$ cat src/hdl/bce_pkg.sv
// Package: shared types, constants, polymod step and control store for the checksum engine.
package bce_pkg;

    localparam int MAX_PREFIX_DEF = 128;
    localparam int CHECK_SYMBOLS  = 6;
    localparam int RES_W          = 30;
    localparam int CHK_CNT_W      = $clog2(CHECK_SYMBOLS);

    // Input item kinds
    localparam logic [1:0] KIND_PREFIX  = 2'd0;
    localparam logic [1:0] KIND_VERSION = 2'd1;
    localparam logic [1:0] KIND_PAYLOAD = 2'd2;
    localparam logic [1:0] KIND_FINISH  = 2'd3;

    // Register index (byte address bit 2)
    localparam logic REG_VERIFY_MODE = 1'b0;

    localparam logic [RES_W-1:0] GEN [0:4] = '{
        30'h3b6a57b2, 30'h26508e6d, 30'h1ea119fa, 30'h3d4233dd, 30'h2a1462b3
    };
    localparam logic [RES_W-1:0] CONST_M   = 30'h2bc830a3;
    localparam logic [RES_W-1:0] CONST_0   = 30'h00000001;
    localparam logic [RES_W-1:0] RES_RESET = 30'h00000001;

    typedef struct packed {
        logic [1:0] kind;
        logic [7:0] value;
    } in_item_t;

    typedef struct packed {
        logic [4:0] symbol;
        logic       passed;
        logic       error;
        logic       last;
    } out_item_t;

    typedef enum logic [1:0] {
        SYM_NONE,
        SYM_LATCHED,
        SYM_ZERO,
        SYM_MEM
    } sym_sel_t;

    typedef enum logic [2:0] {
        JMP_GOTO,
        JMP_DISPATCH,
        JMP_IF_EMPTY,
        JMP_LOOP_MEM,
        JMP_IF_FINISH,
        JMP_IF_VERIFY,
        JMP_LOOP_COUNT
    } jump_t;

    typedef enum logic [3:0] {
        UA_DISPATCH,
        UA_CLOSE_ZERO,
        UA_CLOSE_LOOP,
        UA_CLOSE_END,
        UA_APPLY,
        UA_FIN,
        UA_FIN_ZERO,
        UA_FIN_CHECK,
        UA_EMIT,
        UA_VERIFY
    } uaddr_t;

    typedef struct packed {
        sym_sel_t sym_sel;
        logic     set_seen;
        logic     apply_ver;
        logic     load_chk;
        logic     emit_sym;
        logic     emit_verify;
        logic     wait_out;
        jump_t    jump;
        uaddr_t   target;
    } ucode_t;

    typedef struct packed {
        logic     accept;
        sym_sel_t sym_sel;
        logic     set_seen;
        logic     apply_ver;
        logic     load_chk;
        logic     emit_sym;
        logic     emit_verify;
        logic     last;
    } dp_ctrl_t;

    typedef struct packed {
        logic payload_seen;
        logic prefix_empty;
        logic held_finish;
    } dp_stat_t;

    // One step of the 30-bit BCH polymod
    function automatic logic [RES_W-1:0] poly_step(input logic [RES_W-1:0] res,
                                                   input logic [4:0] sym);
        logic [RES_W-1:0] r;
        r = {res[24:0], sym};
        for (int i = 0; i < 5; i++) begin
            if (res[25+i]) r = r ^ GEN[i];
        end
        return r;
    endfunction

    // Control store: one word per microcode address
    function automatic ucode_t ucode_rom(input uaddr_t a);
        ucode_t w;
        w.sym_sel     = SYM_NONE;
        w.set_seen    = 1'b0;
        w.apply_ver   = 1'b0;
        w.load_chk    = 1'b0;
        w.emit_sym    = 1'b0;
        w.emit_verify = 1'b0;
        w.wait_out    = 1'b0;
        w.jump        = JMP_DISPATCH;
        w.target      = UA_DISPATCH;
        case (a)
            UA_DISPATCH: begin
                w.jump = JMP_DISPATCH;
            end
            UA_CLOSE_ZERO: begin
                w.sym_sel = SYM_ZERO;
                w.jump    = JMP_IF_EMPTY;
                w.target  = UA_CLOSE_END;
            end
            UA_CLOSE_LOOP: begin
                w.sym_sel = SYM_MEM;
                w.jump    = JMP_LOOP_MEM;
                w.target  = UA_CLOSE_END;
            end
            UA_CLOSE_END: begin
                w.set_seen = 1'b1;
                w.jump     = JMP_IF_FINISH;
                w.target   = UA_FIN;
            end
            UA_APPLY: begin
                w.sym_sel   = SYM_LATCHED;
                w.apply_ver = 1'b1;
                w.jump      = JMP_GOTO;
                w.target    = UA_DISPATCH;
            end
            UA_FIN: begin
                w.jump   = JMP_IF_VERIFY;
                w.target = UA_VERIFY;
            end
            UA_FIN_ZERO: begin
                w.sym_sel = SYM_ZERO;
                w.jump    = JMP_LOOP_COUNT;
                w.target  = UA_FIN_CHECK;
            end
            UA_FIN_CHECK: begin
                w.load_chk = 1'b1;
                w.jump     = JMP_GOTO;
                w.target   = UA_EMIT;
            end
            UA_EMIT: begin
                w.emit_sym = 1'b1;
                w.wait_out = 1'b1;
                w.jump     = JMP_LOOP_COUNT;
                w.target   = UA_DISPATCH;
            end
            UA_VERIFY: begin
                w.emit_verify = 1'b1;
                w.wait_out    = 1'b1;
                w.jump        = JMP_GOTO;
                w.target      = UA_DISPATCH;
            end
            default: begin
                w.jump = JMP_GOTO;
            end
        endcase
        return w;
    endfunction

endpackage

$ cat src/hdl/bce_seq.sv
// Microcode sequencer: program counter, loop counter and jump logic.
module bce_seq import bce_pkg::*; #(
    parameter int LP_W   = 8,
    parameter int CNT_W  = 8,
    parameter int ADDR_W = 7
) (
    input  logic              aclk,
    input  logic              aresetn,
    input  logic              s_valid,
    output logic              s_ready,
    input  logic [1:0]        in_kind,
    input  logic              verify_mode,
    input  logic              out_free,
    input  dp_stat_t          stat,
    input  logic [CNT_W-1:0]  prefix_count,
    output dp_ctrl_t          ctrl,
    output logic [ADDR_W-1:0] rd_addr
);

    uaddr_t          pc_reg, pc_next, pc_inc;
    logic [LP_W-1:0] lp_reg, lp_next;
    ucode_t          uw;
    logic            stall, accept, stay, lp_final, mem_more;

    assign uw       = ucode_rom(pc_reg);
    assign stall    = uw.wait_out && !out_free;
    assign s_ready  = (uw.jump == JMP_DISPATCH);
    assign accept   = s_ready && s_valid;
    assign pc_inc   = uaddr_t'(pc_reg + 4'd1);
    assign lp_final = (lp_reg == LP_W'(CHECK_SYMBOLS - 1));
    assign mem_more = (({1'b0, lp_reg} + (LP_W+1)'(1)) < (LP_W+1)'(prefix_count));

    // Next address
    always_comb begin
        pc_next = pc_reg;
        stay    = 1'b0;
        if (!stall) begin
            case (uw.jump)
                JMP_GOTO: pc_next = uw.target;
                JMP_DISPATCH: begin
                    if (accept) begin
                        case (in_kind)
                            KIND_PREFIX: pc_next = UA_DISPATCH;
                            KIND_FINISH: pc_next = stat.payload_seen ? UA_FIN : UA_CLOSE_ZERO;
                            default:     pc_next = stat.payload_seen ? UA_DISPATCH
                                                                     : UA_CLOSE_ZERO;
                        endcase
                    end
                end
                JMP_IF_EMPTY:  pc_next = stat.prefix_empty ? uw.target : pc_inc;
                JMP_IF_FINISH: pc_next = stat.held_finish ? uw.target : pc_inc;
                JMP_IF_VERIFY: pc_next = verify_mode ? uw.target : pc_inc;
                JMP_LOOP_MEM: begin
                    if (mem_more) stay = 1'b1;
                    else          pc_next = uw.target;
                end
                JMP_LOOP_COUNT: begin
                    if (!lp_final) stay = 1'b1;
                    else           pc_next = uw.target;
                end
                default: pc_next = UA_DISPATCH;
            endcase
        end
    end

    always_comb begin
        if (stall)     lp_next = lp_reg;
        else if (stay) lp_next = lp_reg + LP_W'(1);
        else           lp_next = '0;
    end

    // Datapath controls
    always_comb begin
        ctrl.accept      = accept;
        ctrl.sym_sel     = stall ? SYM_NONE : uw.sym_sel;
        ctrl.set_seen    = uw.set_seen && !stall;
        ctrl.apply_ver   = uw.apply_ver && !stall;
        ctrl.load_chk    = uw.load_chk && !stall;
        ctrl.emit_sym    = uw.emit_sym && !stall;
        ctrl.emit_verify = uw.emit_verify && !stall;
        ctrl.last        = uw.emit_sym && lp_final;
        rd_addr          = lp_next[ADDR_W-1:0];
    end

    always_ff @(posedge aclk) begin
        if (!aresetn) begin
            pc_reg <= UA_DISPATCH;
            lp_reg <= '0;
        end else begin
            pc_reg <= pc_next;
            lp_reg <= lp_next;
        end
    end

endmodule

$ cat src/hdl/bce_dp.sv
// Datapath: residue, prefix store, message flags and checksum shift register.
module bce_dp import bce_pkg::*; #(
    parameter int MAX_PREFIX = MAX_PREFIX_DEF,
    parameter int CNT_W      = 8,
    parameter int ADDR_W     = 7
) (
    input  logic              aclk,
    input  logic              aresetn,
    input  dp_ctrl_t          ctrl,
    input  in_item_t          in_item,
    input  logic              verify_mode,
    input  logic [ADDR_W-1:0] rd_addr,
    output dp_stat_t          stat,
    output logic [CNT_W-1:0]  prefix_count,
    output out_item_t         result
);

    logic [RES_W-1:0] residue_reg, residue_next;
    logic [CNT_W-1:0] count_reg, count_next;
    logic             use_mod_reg, use_mod_next;
    logic             seen_reg, seen_next;
    logic             ovf_reg, ovf_next;
    logic             had_reg;
    in_item_t         held_reg;
    logic [RES_W-1:0] chk_reg;
    logic [4:0]       mem [MAX_PREFIX];
    logic [4:0]       rdata_reg;
    logic [RES_W-1:0] konst;
    logic             prefix_ok, clear;

    function automatic logic mod_of(input logic vmode, input logic [7:0] v);
        return vmode ? (v[4:0] != 5'd0) : (v != 8'd0);
    endfunction

    assign prefix_ok = (in_item.kind == KIND_PREFIX) && !seen_reg
                       && (count_reg < CNT_W'(MAX_PREFIX));
    assign clear     = ctrl.emit_verify || (ctrl.emit_sym && ctrl.last);
    assign konst     = use_mod_reg ? CONST_M : CONST_0;

    always_comb begin
        residue_next = residue_reg;
        count_next   = count_reg;
        use_mod_next = use_mod_reg;
        seen_next    = seen_reg;
        ovf_next     = ovf_reg;
        if (clear) begin
            residue_next = RES_RESET;
            count_next   = '0;
            use_mod_next = 1'b0;
            seen_next    = 1'b0;
            ovf_next     = 1'b0;
        end else if (ctrl.accept) begin
            case (in_item.kind)
                KIND_PREFIX: begin
                    if (prefix_ok) begin
                        residue_next = poly_step(residue_reg, {2'b00, in_item.value[7:5]});
                        count_next   = count_reg + CNT_W'(1);
                    end else begin
                        ovf_next = 1'b1;
                    end
                end
                KIND_VERSION: begin
                    if (seen_reg) begin
                        residue_next = poly_step(residue_reg, in_item.value[4:0]);
                        use_mod_next = mod_of(verify_mode, in_item.value);
                    end
                end
                KIND_PAYLOAD: begin
                    if (seen_reg) residue_next = poly_step(residue_reg, in_item.value[4:0]);
                end
                default: ;
            endcase
        end else begin
            case (ctrl.sym_sel)
                SYM_LATCHED: residue_next = poly_step(residue_reg, held_reg.value[4:0]);
                SYM_ZERO:    residue_next = poly_step(residue_reg, 5'd0);
                SYM_MEM:     residue_next = poly_step(residue_reg, rdata_reg);
                default: ;
            endcase
            if (ctrl.set_seen) seen_next = 1'b1;
            if (ctrl.apply_ver && (held_reg.kind == KIND_VERSION)) begin
                use_mod_next = mod_of(verify_mode, held_reg.value);
            end
        end
    end

    always_ff @(posedge aclk) begin
        if (!aresetn) begin
            residue_reg <= RES_RESET;
            count_reg   <= '0;
            use_mod_reg <= 1'b0;
            seen_reg    <= 1'b0;
            ovf_reg     <= 1'b0;
        end else begin
            residue_reg <= residue_next;
            count_reg   <= count_next;
            use_mod_reg <= use_mod_next;
            seen_reg    <= seen_next;
            ovf_reg     <= ovf_next;
        end
    end

    // Latched item and checksum shift register
    always_ff @(posedge aclk) begin
        if (ctrl.accept) begin
            held_reg <= in_item;
            had_reg  <= seen_reg;
        end
        if (ctrl.load_chk)      chk_reg <= residue_reg ^ konst;
        else if (ctrl.emit_sym) chk_reg <= {chk_reg[RES_W-6:0], 5'd0};
    end

    // Prefix low-part store
    always_ff @(posedge aclk) begin
        if (ctrl.accept && prefix_ok) mem[count_reg[ADDR_W-1:0]] <= in_item.value[4:0];
        rdata_reg <= mem[rd_addr];
    end

    always_comb begin
        result = '0;
        if (ctrl.emit_verify) begin
            result.passed = had_reg && (count_reg != '0) && (residue_reg == konst);
            result.last   = 1'b1;
        end else begin
            result.symbol = chk_reg[RES_W-1:RES_W-5];
            result.last   = ctrl.last;
        end
        result.error = ovf_reg;
    end

    assign stat.payload_seen = seen_reg;
    assign stat.prefix_empty = (count_reg == '0);
    assign stat.held_finish  = (held_reg.kind == KIND_FINISH);
    assign prefix_count      = count_reg;

endmodule

$ cat src/hdl/bech32_checksum_engine_core.sv
// Top level: bech32/bech32m checksum engine with register port and output register.
// One item per cycle while s_ready is high; the first version or payload item after a prefix holds
// the input for the prefix replay, and a finish that closes the prefix holds it for the replay too.
// Finish holds the input until its result or symbols are emitted; m_ready stalls add more.
// After a finish: FIN then VERIFY in verify mode, FIN_ZERO, FIN_CHECK and EMIT in generate.
// Synchronous aresetn clears sequencer, message state and output register; prefix store kept.
module bech32_checksum_engine_core import bce_pkg::*; #(
    parameter int MAX_PREFIX = MAX_PREFIX_DEF
) (
    input  logic        aclk,
    input  logic        aresetn,
    // input channel
    input  logic        s_valid,
    output logic        s_ready,
    input  in_item_t    s_data,
    // result channel
    output logic        m_valid,
    input  logic        m_ready,
    output out_item_t   m_data,
    // register port
    input  logic        psel,
    input  logic        penable,
    input  logic        pwrite,
    input  logic [2:0]  paddr,
    input  logic [31:0] pwdata,
    output logic [31:0] prdata,
    output logic        pready
);

    localparam int CNT_W  = $clog2(MAX_PREFIX + 1);
    localparam int ADDR_W = (MAX_PREFIX > 1) ? $clog2(MAX_PREFIX) : 1;
    localparam int LP_W   = (CNT_W > CHK_CNT_W) ? CNT_W : CHK_CNT_W;

    logic              verify_mode_reg;
    logic              m_valid_reg;
    out_item_t         m_data_reg;
    dp_ctrl_t          ctrl;
    dp_stat_t          stat;
    logic [CNT_W-1:0]  prefix_count;
    logic [ADDR_W-1:0] rd_addr;
    out_item_t         result;
    logic              out_free, emit;

    // Register port: single-register decode on the word index, no wait states
    assign pready = 1'b1;
    assign prdata = (paddr[2] == REG_VERIFY_MODE) ? {31'd0, verify_mode_reg} : 32'd0;

    always_ff @(posedge aclk) begin
        if (!aresetn) begin
            verify_mode_reg <= 1'b0;
        end else if (psel && penable && pwrite && pready && (paddr[2] == REG_VERIFY_MODE)) begin
            verify_mode_reg <= pwdata[0];
        end
    end

    // The output register frees up in the same cycle its transfer completes
    assign out_free = !m_valid_reg || m_ready;
    assign emit     = ctrl.emit_sym || ctrl.emit_verify;

    bce_seq #(
        .LP_W   (LP_W),
        .CNT_W  (CNT_W),
        .ADDR_W (ADDR_W)
    ) u_seq (
        .aclk         (aclk),
        .aresetn      (aresetn),
        .s_valid      (s_valid),
        .s_ready      (s_ready),
        .in_kind      (s_data.kind),
        .verify_mode  (verify_mode_reg),
        .out_free     (out_free),
        .stat         (stat),
        .prefix_count (prefix_count),
        .ctrl         (ctrl),
        .rd_addr      (rd_addr)
    );

    bce_dp #(
        .MAX_PREFIX (MAX_PREFIX),
        .CNT_W      (CNT_W),
        .ADDR_W     (ADDR_W)
    ) u_dp (
        .aclk         (aclk),
        .aresetn      (aresetn),
        .ctrl         (ctrl),
        .in_item      (s_data),
        .verify_mode  (verify_mode_reg),
        .rd_addr      (rd_addr),
        .stat         (stat),
        .prefix_count (prefix_count),
        .result       (result)
    );

    // Output register: load on emit, drop once the transfer completes
    always_ff @(posedge aclk) begin
        if (!aresetn) begin
            m_valid_reg <= 1'b0;
        end else if (emit) begin
            m_valid_reg <= 1'b1;
        end else if (m_ready) begin
            m_valid_reg <= 1'b0;
        end
    end

    always_ff @(posedge aclk) begin
        if (emit) m_data_reg <= result;
    end

    assign m_valid = m_valid_reg;
    assign m_data  = m_data_reg;

endmodule

$ cat config.mk
export PLATFORM = sky130hd
export DESIGN_NAME = bech32_checksum_engine_core
export DESIGN_NICKNAME = d
export VERILOG_FILES = /design/src/hdl/bce_pkg.sv /design/src/hdl/bce_seq.sv /design/src/hdl/bce_dp.sv /design/src/hdl/bech32_checksum_engine_core.sv
export SDC_FILE = /design/constraint.sdc
export NUM_CORES = 1
export LEC_CHECK = 0
export ABC_AREA = 1
export ABC_CLOCK_PERIOD_IN_PS = 5800
export BUFFER_PORTS_ARGS = -buffer_cell sky130_fd_sc_hd__buf_4
export CELL_PAD_IN_SITES_DETAIL_PLACEMENT = 1
export CELL_PAD_IN_SITES_GLOBAL_PLACEMENT = 2
export CORE_ASPECT_RATIO = 2
export CORE_MARGIN = 2
export CORE_UTILIZATION = 44
export DETAILED_ROUTE_END_ITERATION = 8
export PLACE_DENSITY_LB_ADDON = 0.1
export RECOVER_POWER = 25
export SLEW_MARGIN = 20
export SYNTH_ARGS = -nofsm -noshare
export SYNTH_HDL_FRONTEND = slang
export SYNTH_SLANG_ARGS = --single-unit
$ cat constraint.sdc
create_clock -name aclk -period 5.8 [get_ports aclk]
set_input_delay 0.29 -clock aclk [delete_from_list [all_inputs] [get_ports aclk]]
set_output_delay 0.29 -clock aclk [all_outputs]
set_load 0.05 [all_outputs]
==> results.ini <==
[outcome]
status=complete, but fails checks
violations=max-capacitance violations, max-slew violations

[hold_path]
hold_path_class=input port to register
min_from=aresetn

[timing]
worst_slew_pin_slew_ns=3.36
hold_viol_final=0
min_period_ns=5.03
tns_ns=0
max_clock_freq_ghz=0.199
grt_setup_unrepaired=false
fin_skew_ns=0.0175
slew_headroom_pct=-124
post-route-period-util_pct=86.7
report.final.slew_viol_count=483
setup_viol=0

[yosys]
yosys.cell_types.count=52
synth_edf_count=689
synth_area_per_cell_um2=10.4
yosysWarningCount=0
yosysMostFrequentCell=edfxtp_1
synth_seq_cells=749
synthTopCellsByCount=edfxtp_1, nand3_1, nand2_1
synth_flop_cell=edfxtp_1
async_reset_ff_share_pct=0
syn_inst=3373
synth.largest_area_cell=edfxtp_1
synth_area_leaders=edfxtp_1, nand3_1, nand2_1, nand3b_1, inv_1
seq_area_frac_synth_pct=62.7
yosysTopAreaCellShare_pct=59.2
synthesis.area_um2=34900

[cells_and_area]
final_area_um2=38300
largest_register_ffs=640
final_cells=4424
finalNetCount=3403
drive_above_1_share_pct=6.76
insertedDiodeCount=0
syn2layout_area_growth_pct=9.54

[setup_path]
startpoint=u_seq.lp_reg[0]
r2r-start=u_seq.lp_reg[0]
crit_type=register to register
critPathArrivalTime_ns=5.61
required_ns=6.38
end_kind=register
start_kind=register
crit_path_max_fanout=21

[routing]
num_vias=24258
drc=0
drtIter0Drc=1333
ant_nets=0
drt_pre_antenna_iters=5
finalWirelength_um=107000
via_per_inst=5.48
wl_per_cell_um=24.2

[power_and_ir_drop]
switching_share_pct=27.2
p_int_mw=9.45
p_clk_share_pct=37.8
ir_worst_vdd_uv=327
p_seq_share_pct=47.5
power.leakage_nw=14.4
p_comb_share_pct=14.7
p_sw_mw=3.53
p_per_area_nw_per_um2=339

[placed_design]
gp_congestion=0.817
place_area_um2=35900
io_buffers=29
dp_hpwl_um=67200
place_inst=4290

[cts]
cts_buffers=69
htreeDepth=3
cts_tree=yes
cts_setup_buffers=0
cts_resized=0
clock_tree.root_cell=clkbuf_16
ctsLongestPathBuffers=3
clkSinkCount=749
cts_hold_buf=7
path_clk_slew_ns=0.07
worstSkewPairLatency_ns=0.65

[floorplan]
dieHeight_um=402
dieArea_um2=81800
start_util_pct=44.3
die_x_um=203
rows=146
coreArea_um2=78900
io-pin-count=95

[global_route]
antenna_found_initial=1
grt_max_degree=172
grt_pass1_wl_um=162000
track_usage_pct=26.7
grt-ovfl-total=0
first_global_vias=26278

[job]
max_cap_violations=9

cell type report:
class                           count  area (um^2)
Fill cell                        8665        40600
Sequential cell                   749        21900
Multi-Input combinational cell   1988        10300
Clock buffer                       88         1900
Inverter                          432         1630
Tap cell                         1036         1300
Timing Repair Buffer               92          758
Clock inverter                     39          518
per-stage QoR:
| step | hold WS, ns | power [mW] | utilization, % | worst slack (ns) |
|---|---|---|---|---|
| floorplan | 0.389 | 7.55 | - | 2.36 |
| global placement | 0.432 | 8.14 | 45.4 | 0.993 |
| detailed placement | 0.435 | 8.19 | 45.4 | 0.935 |
| CTS | 0.00595 | 13.1 | 48.6 | 0.895 |
| global route | 0.0350 | 13.5 | 48.5 | 0.510 |
| finish | 0.00648 | 13.0 | 48.5 | 0.773 |
cell usage in the layout, fill, tap and decap left out, types with 3 or more instances in the layout:
| cell type | synthesis | layout |
|---|---|---|
| a21oi_1 | 41 | 41 |
| a31oi_1 | 8 | 8 |
| buf_12 | 0 | 8 |
| buf_4 | 54 | 62 |
| bufinv_16 | 0 | 11 |
| clkbuf_1 | 43 | 24 |
| clkbuf_16 | 0 | 72 |
| clkbuf_8 | 0 | 4 |
| clkinv_1 | 0 | 7 |
| clkinv_2 | 0 | 7 |
| clkinv_4 | 0 | 4 |
| clkinvlp_4 | 0 | 7 |
| conb_1 | 2 | 32 |
| dfxtp_1 | 60 | 60 |
| dlygate4sd3_1 | 0 | 7 |
| edfxtp_1 | 689 | 689 |
| ha_1 | 19 | 19 |
| inv_1 | 423 | 422 |
| inv_2 | 8 | 7 |
| inv_6 | 0 | 3 |
| nand2_1 | 575 | 574 |
| nand2_2 | 6 | 4 |
| nand3_1 | 675 | 675 |
| nand3_2 | 7 | 6 |
| nand3b_1 | 240 | 240 |
| nand4_1 | 6 | 6 |
| nor2_1 | 181 | 181 |
| nor2_4 | 6 | 6 |
| nor3_1 | 11 | 11 |
| nor4_1 | 6 | 6 |
| o211ai_1 | 9 | 9 |
| o21ai_0 | 63 | 61 |
| o22ai_1 | 4 | 4 |
| or2_2 | 4 | 4 |
| xnor2_1 | 26 | 26 |
| xor2_1 | 42 | 42 |
cell families (layout without fill, tap and decap cells):
family,Yosys count,after routing,synth area share [%]
buffers and inverters,666,651,8.44
AO/OA/AOI/OAI,141,141,2.27
other,2,32,0.0215
flip-flops,749,749,62.7
AND/OR/NAND/NOR,1728,1728,24.2
XOR/XNOR,68,68,1.70
adder cells (fa/ha/maj),19,19,0.680
power groups by stage:
stage                     registers, mW  clock network (mW)  logic (mW)
after floorplan                    6.20                   0        1.35
after global placement             6.27                   0        1.87
after detailed placement           6.27                   0        1.92
after CTS                          6.16                5.01        1.94
after global routing               6.17                5.17        2.10
final                              6.16                4.91        1.91
per-layer routing:
metal	wire length, um	track usage [%]	share of wire (%)
met1	38600	28.5	36
met2	59800	51.6	56
met3	3600	2.96	3.4
met4	5200	12.6	4.8
met5	0	0	0
worst max-delay path: stages (launching register included):
cell	delay (ns)
dfxtp_1	0.46
inv_1	0.13
nor3_1	0.31
nand3_1	0.20
nor3_1	0.25
xor2_1	0.28
ha_1	0.30
nand3_1	0.12
nor2_1	0.05
nor2_1	0.09
nand3_1	0.12
a21oi_2	0.35
nand2_1	0.12
o21ai_2	0.09
clkinv_1	0.89
nand3_1	0.47
nand3_1	0.34
nand2_1	0.18
nand2_1	0.07
nand2_1	0.11
worst paths after layout:
path	to	slack, ns	cells past startpoint
min reg2reg	m_data[1]	0.46	0
max reg2reg	u_dp.rdata_reg[3]	0.77	19
max	u_dp.rdata_reg[3]	0.77	19
min	m_valid	0.006	3
(Power assumes the default switching activity.)
